File: config.mk
export PLATFORM = sky130hd
export DESIGN_NAME = multi_switch_debouncer_core_flat
export DESIGN_NICKNAME = d
export VERILOG_FILES = /design/src/hdl/dbc_pkg.sv /design/src/hdl/dbc_if.sv /design/src/hdl/multi_switch_debouncer_core.sv /design/src/hdl/dbc_front.sv /design/src/hdl/dbc_queue.sv /design/src/hdl/dbc_back.sv /design/src/flat_wrapper.sv
export SDC_FILE = /design/constraint.sdc
export NUM_CORES = 1
export LEC_CHECK = 0
export ABC_AREA = 1
export BUFFER_PORTS_ARGS = -buffer_cell sky130_fd_sc_hd__buf_2
export CAP_MARGIN = 0
export CORE_MARGIN = 2
export CORE_UTILIZATION = 25
export DETAILED_ROUTE_END_ITERATION = 8
export PLACE_DENSITY = 0.44
export SLEW_MARGIN = 15
export SYNTH_ARGS = -nofsm -noshare
export SYNTH_HDL_FRONTEND = slang
export SYNTH_SLANG_ARGS = --single-unit
File: constraint.sdc
create_clock -name clk -period 10.1 [get_ports clk]
set_input_delay 0.505 -clock clk [delete_from_list [all_inputs] [get_ports clk]]
set_output_delay 0.505 -clock clk [all_outputs]
set_load 0.02 [all_outputs]
File: src/hdl/dbc_pkg.sv
package dbc_pkg;

  localparam int SWITCH_COUNT_DEFAULT = 8;
  localparam int QUEUE_DEPTH_DEFAULT  = 4;
  // Only eight switches have an input bit and an enable bit.
  localparam int MAX_LANES            = 8;

  localparam int CFG_INDEX_W = 4;
  localparam int CFG_DATA_W  = 16;

  typedef logic [CFG_INDEX_W-1:0] cfg_index_t;

  localparam cfg_index_t CFG_DEBOUNCE_US   = cfg_index_t'(0);
  localparam cfg_index_t CFG_SWITCH_ENABLE = cfg_index_t'(1);

  localparam logic [15:0] DEBOUNCE_RESET = 16'd1000;
  localparam logic [7:0]  ENABLE_RESET   = 8'h00;

  typedef struct packed {
    logic [15:0] debounce_us;
    logic [7:0]  switch_enable;
  } dbc_cfg_t;

  typedef struct packed {
    logic [2:0] switch_index;
    logic       pressed;
    logic       last;
  } dbc_event_t;

  typedef enum logic [1:0] {
    ST_IDLE,
    ST_SCAN,
    ST_FLUSH
  } front_state_t;

endpackage

File: src/hdl/dbc_if.sv
interface dbc_tick_if;
  logic       valid;
  logic       ready;
  logic [7:0] raw_levels;

  modport source (output valid, output raw_levels, input ready);
  modport sink (input valid, input raw_levels, output ready);
endinterface

interface dbc_event_if;
  logic       valid;
  logic       ready;
  logic [2:0] switch_index;
  logic       pressed;
  logic       last;

  modport source (output valid, output switch_index, output pressed, output last,
                  input ready);
  modport sink (input valid, input switch_index, input pressed, input last,
                output ready);
endinterface

interface dbc_cfg_if;
  logic        valid;
  logic        ready;
  logic [3:0]  index;
  logic [15:0] data;

  modport source (output valid, output index, output data, input ready);
  modport sink (input valid, input index, input data, output ready);
endinterface

File: src/hdl/multi_switch_debouncer_core.sv
// Channel   Role   Payload                          Transaction
// cfg       sink   index[3:0], data[15:0]           valid && ready, ready always high
// tick      sink   raw_levels[7:0]                  valid && ready, one microsecond tick
// events    source switch_index[2:0], pressed, last valid && ready, one per level change
//
// The front scans one switch per cycle unless a full queue stalls it. A tick takes it from
// the accepting cycle through a scan step per switch to ST_FLUSH, which releases the final event.
// Events go through a QUEUE_DEPTH entry queue to a registered output stage.
// A full queue stalls the scan only when the front has a second event to hand over.
// Reset (rst, synchronous) restores the register defaults and the per-switch history.
module multi_switch_debouncer_core #(
  parameter int SWITCH_COUNT = dbc_pkg::SWITCH_COUNT_DEFAULT,
  parameter int QUEUE_DEPTH  = dbc_pkg::QUEUE_DEPTH_DEFAULT
) (
  input  logic        clk,
  input  logic        rst,
  dbc_cfg_if.sink     cfg,
  dbc_tick_if.sink    tick,
  dbc_event_if.source events
);
  import dbc_pkg::*;

  localparam int LANES = (SWITCH_COUNT < MAX_LANES) ? SWITCH_COUNT : MAX_LANES;

  dbc_cfg_t   cfg_q;
  logic       push, pop, queue_full, queue_empty;
  dbc_event_t push_data, pop_data;

  assign cfg.ready = 1'b1;

  always_ff @(posedge clk) begin
    if (rst) begin
      cfg_q.debounce_us   <= DEBOUNCE_RESET;
      cfg_q.switch_enable <= ENABLE_RESET;
    end else if (cfg.valid) begin
      unique case (cfg.index)
        CFG_DEBOUNCE_US:   cfg_q.debounce_us   <= cfg.data;
        CFG_SWITCH_ENABLE: cfg_q.switch_enable <= cfg.data[7:0];
        default: ;
      endcase
    end
  end

  dbc_front #(
    .LANES(LANES)
  ) u_front (
    .clk        (clk),
    .rst        (rst),
    .tick       (tick),
    .cfg        (cfg_q),
    .push       (push),
    .push_data  (push_data),
    .queue_full (queue_full)
  );

  dbc_queue #(
    .DEPTH(QUEUE_DEPTH)
  ) u_queue (
    .clk       (clk),
    .rst       (rst),
    .push      (push),
    .push_data (push_data),
    .full      (queue_full),
    .pop       (pop),
    .pop_data  (pop_data),
    .empty     (queue_empty)
  );

  dbc_back u_back (
    .clk         (clk),
    .rst         (rst),
    .queue_empty (queue_empty),
    .queue_data  (pop_data),
    .pop         (pop),
    .events      (events)
  );

endmodule

File: src/hdl/dbc_front.sv
module dbc_front #(
  parameter int LANES = 8
) (
  input  logic                clk,
  input  logic                rst,
  dbc_tick_if.sink            tick,
  input  dbc_pkg::dbc_cfg_t   cfg,
  output logic                push,
  output dbc_pkg::dbc_event_t push_data,
  input  logic                queue_full
);
  import dbc_pkg::*;

  localparam int IDX_W = (LANES > 1) ? $clog2(LANES) : 1;

  front_state_t state, state_next;

  logic [IDX_W-1:0] idx;
  logic [LANES-1:0] raw_q;
  logic [31:0]      now_counter;
  logic [31:0]      tick_time;
  logic [31:0]      tick_deadline;

  logic [LANES-1:0] prev_raw;
  logic [LANES-1:0] acc_level;
  logic [LANES-1:0] pending;
  logic [31:0]      accept_time [LANES];
  logic [31:0]      deadline    [LANES];

  logic       hold_valid;
  logic [2:0] hold_idx;
  logic       hold_lvl;

  logic        cur_bit, cur_lvl, cur_en;
  logic        lane_edge, too_soon, recheck_due, lane_event;
  logic        step_ok, last_lane, tick_take;
  logic [31:0] elapsed;

  always_comb begin
    cur_bit     = raw_q[idx];
    cur_lvl     = ~cur_bit;
    cur_en      = cfg.switch_enable[idx];
    lane_edge   = cur_en && (cur_bit != prev_raw[idx]) && (cur_lvl != acc_level[idx]);
    elapsed     = tick_time - accept_time[idx];
    too_soon    = elapsed < {16'd0, cfg.debounce_us};
    // A qualifying edge either cancels the re-check or moves it into the future.
    recheck_due = cur_en && !lane_edge && pending[idx] && (deadline[idx] == tick_time);
    lane_event  = (lane_edge && !too_soon) || (recheck_due && (cur_lvl != acc_level[idx]));
    last_lane   = (idx == IDX_W'(LANES - 1));
  end

  // Next state.
  always_comb begin
    state_next = state;
    unique case (state)
      ST_IDLE:  if (tick.valid) state_next = ST_SCAN;
      ST_SCAN:  if (step_ok && last_lane) state_next = ST_FLUSH;
      ST_FLUSH: if (!hold_valid || !queue_full) state_next = ST_IDLE;
      default:  state_next = ST_IDLE;
    endcase
  end

  // Outputs. An event waits in the hold register until the next one shows up
  // or the scan ends, so that the final event of a tick can carry last.
  always_comb begin
    tick.ready = 1'b0;
    step_ok    = 1'b0;
    push       = 1'b0;
    push_data  = '{switch_index: hold_idx, pressed: hold_lvl, last: 1'b0};
    unique case (state)
      ST_IDLE: tick.ready = 1'b1;
      ST_SCAN: begin
        step_ok = !lane_event || !hold_valid || !queue_full;
        push    = lane_event && hold_valid && !queue_full;
      end
      ST_FLUSH: begin
        push           = hold_valid && !queue_full;
        push_data.last = 1'b1;
      end
      default: ;
    endcase
  end

  assign tick_take = tick.valid && tick.ready;

  always_ff @(posedge clk) begin
    if (rst) begin
      state       <= ST_IDLE;
      idx         <= '0;
      now_counter <= '0;
      prev_raw    <= '1;
      acc_level   <= '0;
      pending     <= '0;
      hold_valid  <= 1'b0;
      for (int i = 0; i < LANES; i++) begin
        accept_time[i] <= '0;
        deadline[i]    <= '0;
      end
    end else begin
      state <= state_next;
      if (tick_take) begin
        raw_q         <= tick.raw_levels[LANES-1:0];
        tick_time     <= now_counter;
        tick_deadline <= now_counter + 32'(cfg.debounce_us);
        now_counter   <= now_counter + 32'd1;
        idx           <= '0;
      end
      if (step_ok) begin
        prev_raw[idx] <= cur_bit;
        if (lane_edge) begin
          if (too_soon) begin
            pending[idx]  <= 1'b1;
            deadline[idx] <= tick_deadline;
          end else begin
            pending[idx]     <= 1'b0;
            accept_time[idx] <= tick_time;
            acc_level[idx]   <= cur_lvl;
          end
        end else if (recheck_due) begin
          pending[idx]   <= 1'b0;
          acc_level[idx] <= cur_lvl;
        end
        if (lane_event) begin
          hold_valid <= 1'b1;
          hold_idx   <= 3'(idx);
          hold_lvl   <= cur_lvl;
        end
        if (!last_lane) idx <= idx + IDX_W'(1);
      end
      if (state == ST_FLUSH && !queue_full) hold_valid <= 1'b0;
    end
  end

  a_idle_empty_hold: assert property (@(posedge clk) disable iff (rst)
    state == ST_IDLE |-> !hold_valid)
    else $error("front idle with an event still held");

  a_time_advance: assert property (@(posedge clk) disable iff (rst)
    tick.valid && tick.ready |=> now_counter == $past(now_counter) + 32'd1)
    else $error("time did not advance by one on a tick");

  a_push_from_hold: assert property (@(posedge clk) disable iff (rst)
    push |-> hold_valid && !queue_full)
    else $error("push without a held event or into a full queue");

endmodule

File: src/hdl/dbc_queue.sv
module dbc_queue #(
  parameter int DEPTH = 4
) (
  input  logic                clk,
  input  logic                rst,
  input  logic                push,
  input  dbc_pkg::dbc_event_t push_data,
  output logic                full,
  input  logic                pop,
  output dbc_pkg::dbc_event_t pop_data,
  output logic                empty
);
  import dbc_pkg::*;

  localparam int PTR_W = (DEPTH > 1) ? $clog2(DEPTH) : 1;
  localparam int CNT_W = $clog2(DEPTH + 1);

  dbc_event_t       mem [DEPTH];
  logic [PTR_W-1:0] wr_ptr, rd_ptr;
  logic [CNT_W-1:0] count;

  assign full     = (count == CNT_W'(DEPTH));
  assign empty    = (count == '0);
  assign pop_data = mem[rd_ptr];

  always_ff @(posedge clk) begin
    if (push) mem[wr_ptr] <= push_data;
  end

  always_ff @(posedge clk) begin
    if (rst) begin
      wr_ptr <= '0;
      rd_ptr <= '0;
      count  <= '0;
    end else begin
      if (push) wr_ptr <= (wr_ptr == PTR_W'(DEPTH - 1)) ? '0 : wr_ptr + PTR_W'(1);
      if (pop)  rd_ptr <= (rd_ptr == PTR_W'(DEPTH - 1)) ? '0 : rd_ptr + PTR_W'(1);
      case ({push, pop})
        2'b10:   count <= count + CNT_W'(1);
        2'b01:   count <= count - CNT_W'(1);
        default: count <= count;
      endcase
    end
  end

  a_no_overrun: assert property (@(posedge clk) disable iff (rst)
    !(push && full) && !(pop && empty))
    else $error("queue overrun or underrun");

endmodule

File: src/hdl/dbc_back.sv
module dbc_back (
  input  logic                clk,
  input  logic                rst,
  input  logic                queue_empty,
  input  dbc_pkg::dbc_event_t queue_data,
  output logic                pop,
  dbc_event_if.source         events
);
  import dbc_pkg::*;

  logic       out_valid;
  dbc_event_t out_data;

  // Refill the output register whenever it is empty or being taken.
  assign pop = !queue_empty && (!out_valid || events.ready);

  always_ff @(posedge clk) begin
    if (rst) begin
      out_valid <= 1'b0;
    end else if (pop) begin
      out_valid <= 1'b1;
    end else if (events.ready) begin
      out_valid <= 1'b0;
    end
  end

  always_ff @(posedge clk) begin
    if (pop) out_data <= queue_data;
  end

  assign events.valid        = out_valid;
  assign events.switch_index = out_data.switch_index;
  assign events.pressed      = out_data.pressed;
  assign events.last         = out_data.last;

endmodule

File: src/flat_wrapper.sv
// flat-port wrapper written by rule: the top's interface ports become plain ports
module multi_switch_debouncer_core_flat import dbc_pkg::*;
#(
  parameter int SWITCH_COUNT = dbc_pkg::SWITCH_COUNT_DEFAULT,
  parameter int QUEUE_DEPTH  = dbc_pkg::QUEUE_DEPTH_DEFAULT
)
  (clk, rst, cfg_valid, cfg_index, cfg_data, cfg_ready, tick_valid, tick_raw_levels, tick_ready, events_valid, events_switch_index, events_pressed, events_last, events_ready);
  dbc_cfg_if cfg_i ();
  dbc_tick_if tick_i ();
  dbc_event_if events_i ();
  input  logic clk;
  input  logic rst;
  input wire logic [$bits(cfg_i.valid)-1:0] cfg_valid;
  input wire logic [$bits(cfg_i.index)-1:0] cfg_index;
  input wire logic [$bits(cfg_i.data)-1:0] cfg_data;
  output wire logic [$bits(cfg_i.ready)-1:0] cfg_ready;
  input wire logic [$bits(tick_i.valid)-1:0] tick_valid;
  input wire logic [$bits(tick_i.raw_levels)-1:0] tick_raw_levels;
  output wire logic [$bits(tick_i.ready)-1:0] tick_ready;
  output wire logic [$bits(events_i.valid)-1:0] events_valid;
  output wire logic [$bits(events_i.switch_index)-1:0] events_switch_index;
  output wire logic [$bits(events_i.pressed)-1:0] events_pressed;
  output wire logic [$bits(events_i.last)-1:0] events_last;
  input wire logic [$bits(events_i.ready)-1:0] events_ready;
  assign cfg_i.valid = cfg_valid;
  assign cfg_i.index = cfg_index;
  assign cfg_i.data = cfg_data;
  assign cfg_ready = cfg_i.ready;
  assign tick_i.valid = tick_valid;
  assign tick_i.raw_levels = tick_raw_levels;
  assign tick_ready = tick_i.ready;
  assign events_valid = events_i.valid;
  assign events_switch_index = events_i.switch_index;
  assign events_pressed = events_i.pressed;
  assign events_last = events_i.last;
  assign events_i.ready = events_ready;
  multi_switch_debouncer_core #(.SWITCH_COUNT(SWITCH_COUNT), .QUEUE_DEPTH(QUEUE_DEPTH)) u_core (.clk(clk), .rst(rst), .cfg(cfg_i), .tick(tick_i), .events(events_i));
endmodule
Yosys cells after proc, flatten, opt, wreduce, memory -nomap -nowiden. Memories as Yosys holds them, arrays and structs flattened. A register that Yosys moved wholly into a read port is not among the register bits. Cells that the tools add are included. Widths: inputs -> output; s select.

Register bits: 170. Logic and storage cells: 155. Output and inout port bits: 8. Memories: 3. Memory bits (writable): 532.

Memories: u_core.u_front.accept_time (words 8, width 32, rd ports 1, clocked after memory_dff 1, wr ports 8, RTL line dbc_front.sv:27) `logic [31:0] accept_time [LANES];`; u_core.u_front.deadline (words 8, width 32, rd ports 1, clocked after memory_dff 1, wr ports 8, RTL line dbc_front.sv:28) `logic [31:0] deadline [LANES];`; u_core.u_queue.mem (words 4, width 5, rd ports 1, clocked after memory_dff 1, wr ports 1, RTL line dbc_queue.sv:18) `dbc_event_t mem [DEPTH];`.

Add/sub/neg operators: 8. Eq/ne operators: 16. Mux-type cells: 58. Magnitude comparators: 3. Reduce and logical (&&, ||, !) cells: 44. Bitwise logic cells: 5.

Operator list (number): $mux 32 (2); $reduce_or 32->1 (2); $mux 8 (6); $add 32x1->32 const B (1); $add 32x16->32 (1); $eq 32x32->1 (1); $lt 32x16->1 (1); $sub 32x32->32 (1); $mux 1 (27); $mux 3 (7); $bwmux 8 (2); $bmux 1 s3 (5); $logic_and 1x1->1 (15); $mux 2 (5); $reduce_and 2->1 (5); $reduce_and 3->1 (3); $and 8x8->8 (1); $eq 2x2->1 const B (4); $ne 2x2->1 const B (4); $not 8->8 (1); $or 8x8->8 (1); $logic_not 1->1 (7); $add 3x1->3 const B (2); $eq 3x3->1 const B (2); other kinds (18) (28).

Logic depth before layout (Yosys ltp).
Word-level depth: 20. Depth in mapped cells: 38. Mapped depth without buffers: 36.

Modules after synthesis. From an unflattened synthesis, not the netlist that was laid out.

Cells, all modules: 3875. Area, all modules: 35212.5 um2.

Modules (own cells, without submodules): dbc_front (instances 1, area an instance 32605.0 um2, seq. area each 18898.1 um2, cells an instance 3572); dbc_queue (instances 1, area an instance 1209.9 um2, seq. area each 780.7 um2, cells an instance 108); multi_switch_debouncer_core (instances 1, area an instance 1203.7 um2, seq. area each 480.5 um2, cells an instance 185); dbc_back (instances 1, area an instance 193.9 um2, seq. area each 170.2 um2, cells an instance 10).

Worst setup path after synthesis. OpenSTA, ideal clock, no wires.

Path kind: register to register. Start point: register u_core.u_front.idx[1]. End point: memory u_core.u_front.accept_time[0][0], enable pin. Clock period less this slack: 7.163 ns. Setup time: 0.466 ns. Stages on the path, launching flop included: 33. Required time: 9.634 ns. Data arrival time: 6.697 ns. Path slack: 2.937 ns. Buffers on the path: 5. Cell sequence: dfxtp_1 buf_4 nand3_2 inv_2 buf_4 clkbuf_1 clkbuf_1 a22oi_1 nand4_1 inv_1 ha_1 nand2_1 inv_1 nand2_1 nand3_1 nand2_1 nand2_1 xor2_1 ha_1 a21oi_1 nor2_1 a211oi_1 o21bai_1 a21oi_1 nand3_1 nand2_1 nand2_2 nand2_4 nand2_2 nor2_4 nand2_2 buf_4 o21ai_0.

RTL lines: start, declared (RTL line dbc_front.sv:18) `logic [IDX_W-1:0] idx;`; start signal, assigned (RTL line dbc_front.sv:128) `if (!last_lane) idx <= idx + IDX_W'(1);`; end, declared (RTL line dbc_front.sv:27).

==> metrics.md <==
| Metric | Value |
|---|---|
| Worst-Margin Slew | 1.00 ns |
| DR iter-0 viols | approximately 2400 |
| DRC violation count after routing | 0 |
| Routed wire length per instance | around 22 microns |
| Main synth FF type | edfxtp_1 |
| Setup violations, final | 0 |
| Final Hold Viols | 0 |
| Count of pins over their slew limit | 0 |
| Cts bufs inserted | 84 |
| Final min period | 8.26 ns |
| Post-CTS Hold Buffers | 8 |
| Status | completed |
| Syn_area_per_cell | roughly 10 sq um |
| Tcrit/Tclk final | between 80% and 90% |
| Setup crit start | u_core.u_front.idx[2] |
| Hold Crit Class | in -> reg |
| Crit path top cell by count | nand2_1 |
| Via count | around 27000 |
| Mapped cell area | between 30000 and 40000 sq um |
| Worst skew pair latency | around 0.72 ns |
| Diode count | 0 |
| RD Place Congestion | roughly 0.9 |
| Gr usage total | approximately 17% |
| CP max stage delay | a little under 1 ns |
| Die area | around 150000 sq um |
| Max FO, Critical Path | 73 |
| Largest net degree at the start of global routing | 88 |
| Top delay family on crit path | simple AND/OR/NAND/NOR gates |
| Setup TNS | 0 ns |
| Ports | 41 |
| Max frequency | 0.121 GHz |
| Worst Path Required | approximately 11 ns |
| Peak supply drop | ~0.13 mV |
| Syn Inst Count | approximately 3700 |
| Initial core utilization | 25.2% |
| CTS H-tree depth | 3 |
| Area Overhead vs Synth | 13.3% |
| Initial antenna violation count | 2 |
| CTS tree | done |
| 1st-pass router iterations | 5 |
| Rows | around 140 |
| Power Total | approximately 7.5 mW |
| Crit. End Element | flip-flop |
| Die height | 392 microns |
| Yosys top cell area share | roughly half |
| Seq cells post-synth | 707 |
| Reg-to-reg critical path startpoint | u_core.u_front.idx[2] |
| Setup Crit Path Kind | reg -> reg |
| Worst Path Arrival | slightly below 9 ns |
| Grt ovf | 0 |
| Crit start category | flip-flop |
| Number of global-route vias before repair | about 27000 |
| Setup bufs post-CTS | 0 |
| Synth area leader | edfxtp_1 |
| RSZ-0062 raised after global routing | false |
| Slew HR | between 30% and 40% |
| Detailed Route WL | 130000 microns |
| Sequential area share after synthesis | a little over half |
| Synth area leaders | edfxtp_1 (49%), nor3_2 (14%), nand2_1 (9.7%) |
| Slowest-stage cell, CP | o21ai_4 |
| Detail Route Antenna Nets | 0 |
| MaxCap Viol Count | 0 |
| DR vias/cell | approximately 4.7 |
| YS warnings | 0 |
| Final net count | just under 4000 |
| Cell Count, Final, Fillers Out | between 5000 and 6000 |
| Input/output buffers | 39 |
| Skew final | 0.0508 ns |
| Distinct cell type count after synthesis | 50 |
| Post-synth ARST share | 0% |
| Hold Startpoint | cfg_data[3] |
| Syn nets | slightly below 4000 |
| Clock Tree Root | clkbuf_16 |
| Layout cells sized above 1 | 20.7% |
| Die Width | 392 microns |
| Static leakage | ~15 nW |
| # clock sinks | ~710 |
| CP Buf/Inv Count | 5 |
| Post-synth EDFFs | around 600 |
| Dpl cells | around 5700 |
| Cell Pwr Density | 176 nW/um^2 |
| Max Root-Sink Buffers | 3 |
| Clock slew at reported path FFs | ~0.06 ns |
| CORE AREA | approximately 150000 sq um |
| First-pass GRT wire length | about 190000 microns |
| PostCTS Resize Cnt | 0 |
| DP HPWL | 84500 microns |
worst min-delay path: stages:
cell     delay [ns]
buf_2          0.12
a21oi_1        0.06
o21ai_0        0.06
registers in the layout, summed over array words and instances (netlist names), 20 cells and up, named ones only:
signal and flops:
u_core.u_front.tick_deadline 32, u_core.cfg_q 24, u_core.u_front.tick_time 32, u_core.u_front.deadline 256, u_core.u_front.accept_time 256, u_core.u_front.now_counter 32
u_core.u_queue.mem 20
power by group:
part | switching [mW] | leakage (nW) | internal [mW]
sequential | 0.0769 | 6.99 | 3.29
clock | 1.29 | 1.31 | 1.73
combinational | 0.828 | 6.65 | 0.275
cell type report:
cell class	count	area, sq um
well taps	2016	2520
flip-flops and latches	707	20300
clock buffers	118	2350
clock inverters	33	337
fillers	15616	107000
repair buffers	114	823
multi-input cells	2456	15000
inverters	370	1400
cell families (layout without fill, tap and decap cells):
logic type                 count (synthesis)  count (layout)  share of synthesized area (%)
AOI/OAI and AO/OA                        432             432                           6.57
and+or+nand+nor                         1886            1886                           28.3
xor gates and xnor gates                  58              58                           1.35
DFF                                      707             707                           53.8
adders and majority gates                 79              79                           2.68
other                                      1               1                        0.00995
buffers and inverters                    584             635                           7.20
through the flow:
stage | hold WS [ns] | setup slack, ns | instance area, sq um | util, %
5_1_grt | 0.0793 | 1.44 | 42700 | 28.5
3_5_place_dp | 0.438 | 1.94 | 39900 | 26.6
2_1_floorplan | 0.423 | 2.94 | 37700 | -
3_3_place_gp | 0.434 | 1.89 | 39900 | 26.6
4_1_cts | 0.00390 | 1.91 | 42700 | 28.5
6_report | 0.0568 | 1.84 | 42700 | 28.5
synth_stat cells (all sizes together) (24+ instances only):
cell / number
inv: 307
ha: 76
nand3: 114
nor3: 535
nor2: 185
clkbuf: 96
a22o: 24
nand4: 59
edfxtp: 613
nand2: 980
a22oi: 35
clkinv: 63
buf: 118
dfxtp: 94
a21oi: 177
o21ai: 149
xor2: 41
final timing paths:
kind	depth (start not counted)	slack, ns	to
max reg2reg	29	1.84	u_core.u_front.deadline[2][16]
min	3	0.06	u_core.cfg_q[11]
max	29	1.84	u_core.u_front.deadline[2][16]
min reg2reg	2	0.44	u_core.cfg_q[6]
metal layers:
metal | share of wire [%] | global-route usage [%] | wire length [microns]
met1 | 47 | 23.8 | 61300
met2 | 46 | 26.3 | 59100
met3 | 4.7 | 2.40 | 6040
met4 | 2.4 | 4.59 | 3100
met5 | 0 | 0 | 0
cell usage in the layout (no fill, tap or decap), types with 16 or more instances in the layout:
cell type	instances
nand2_1	973
edfxtp_1	613
nor3_2	513
inv_1	293
nor2_1	182
a21oi_1	177
nand3_1	109
o21ai_0	95
dfxtp_1	91
clkbuf_16	87
ha_1	76
clkinv_1	74
buf_4	64
nand4_1	59
xor2_1	41
buf_2	39
o21ai_1	38
a22oi_1	35
clkbuf_1	25
a22o_1	24
a221oi_1	23
nor3_1	21
xnor2_1	17
o21ai_4	16
Note: power is estimated with default switching activity, not from simulation.
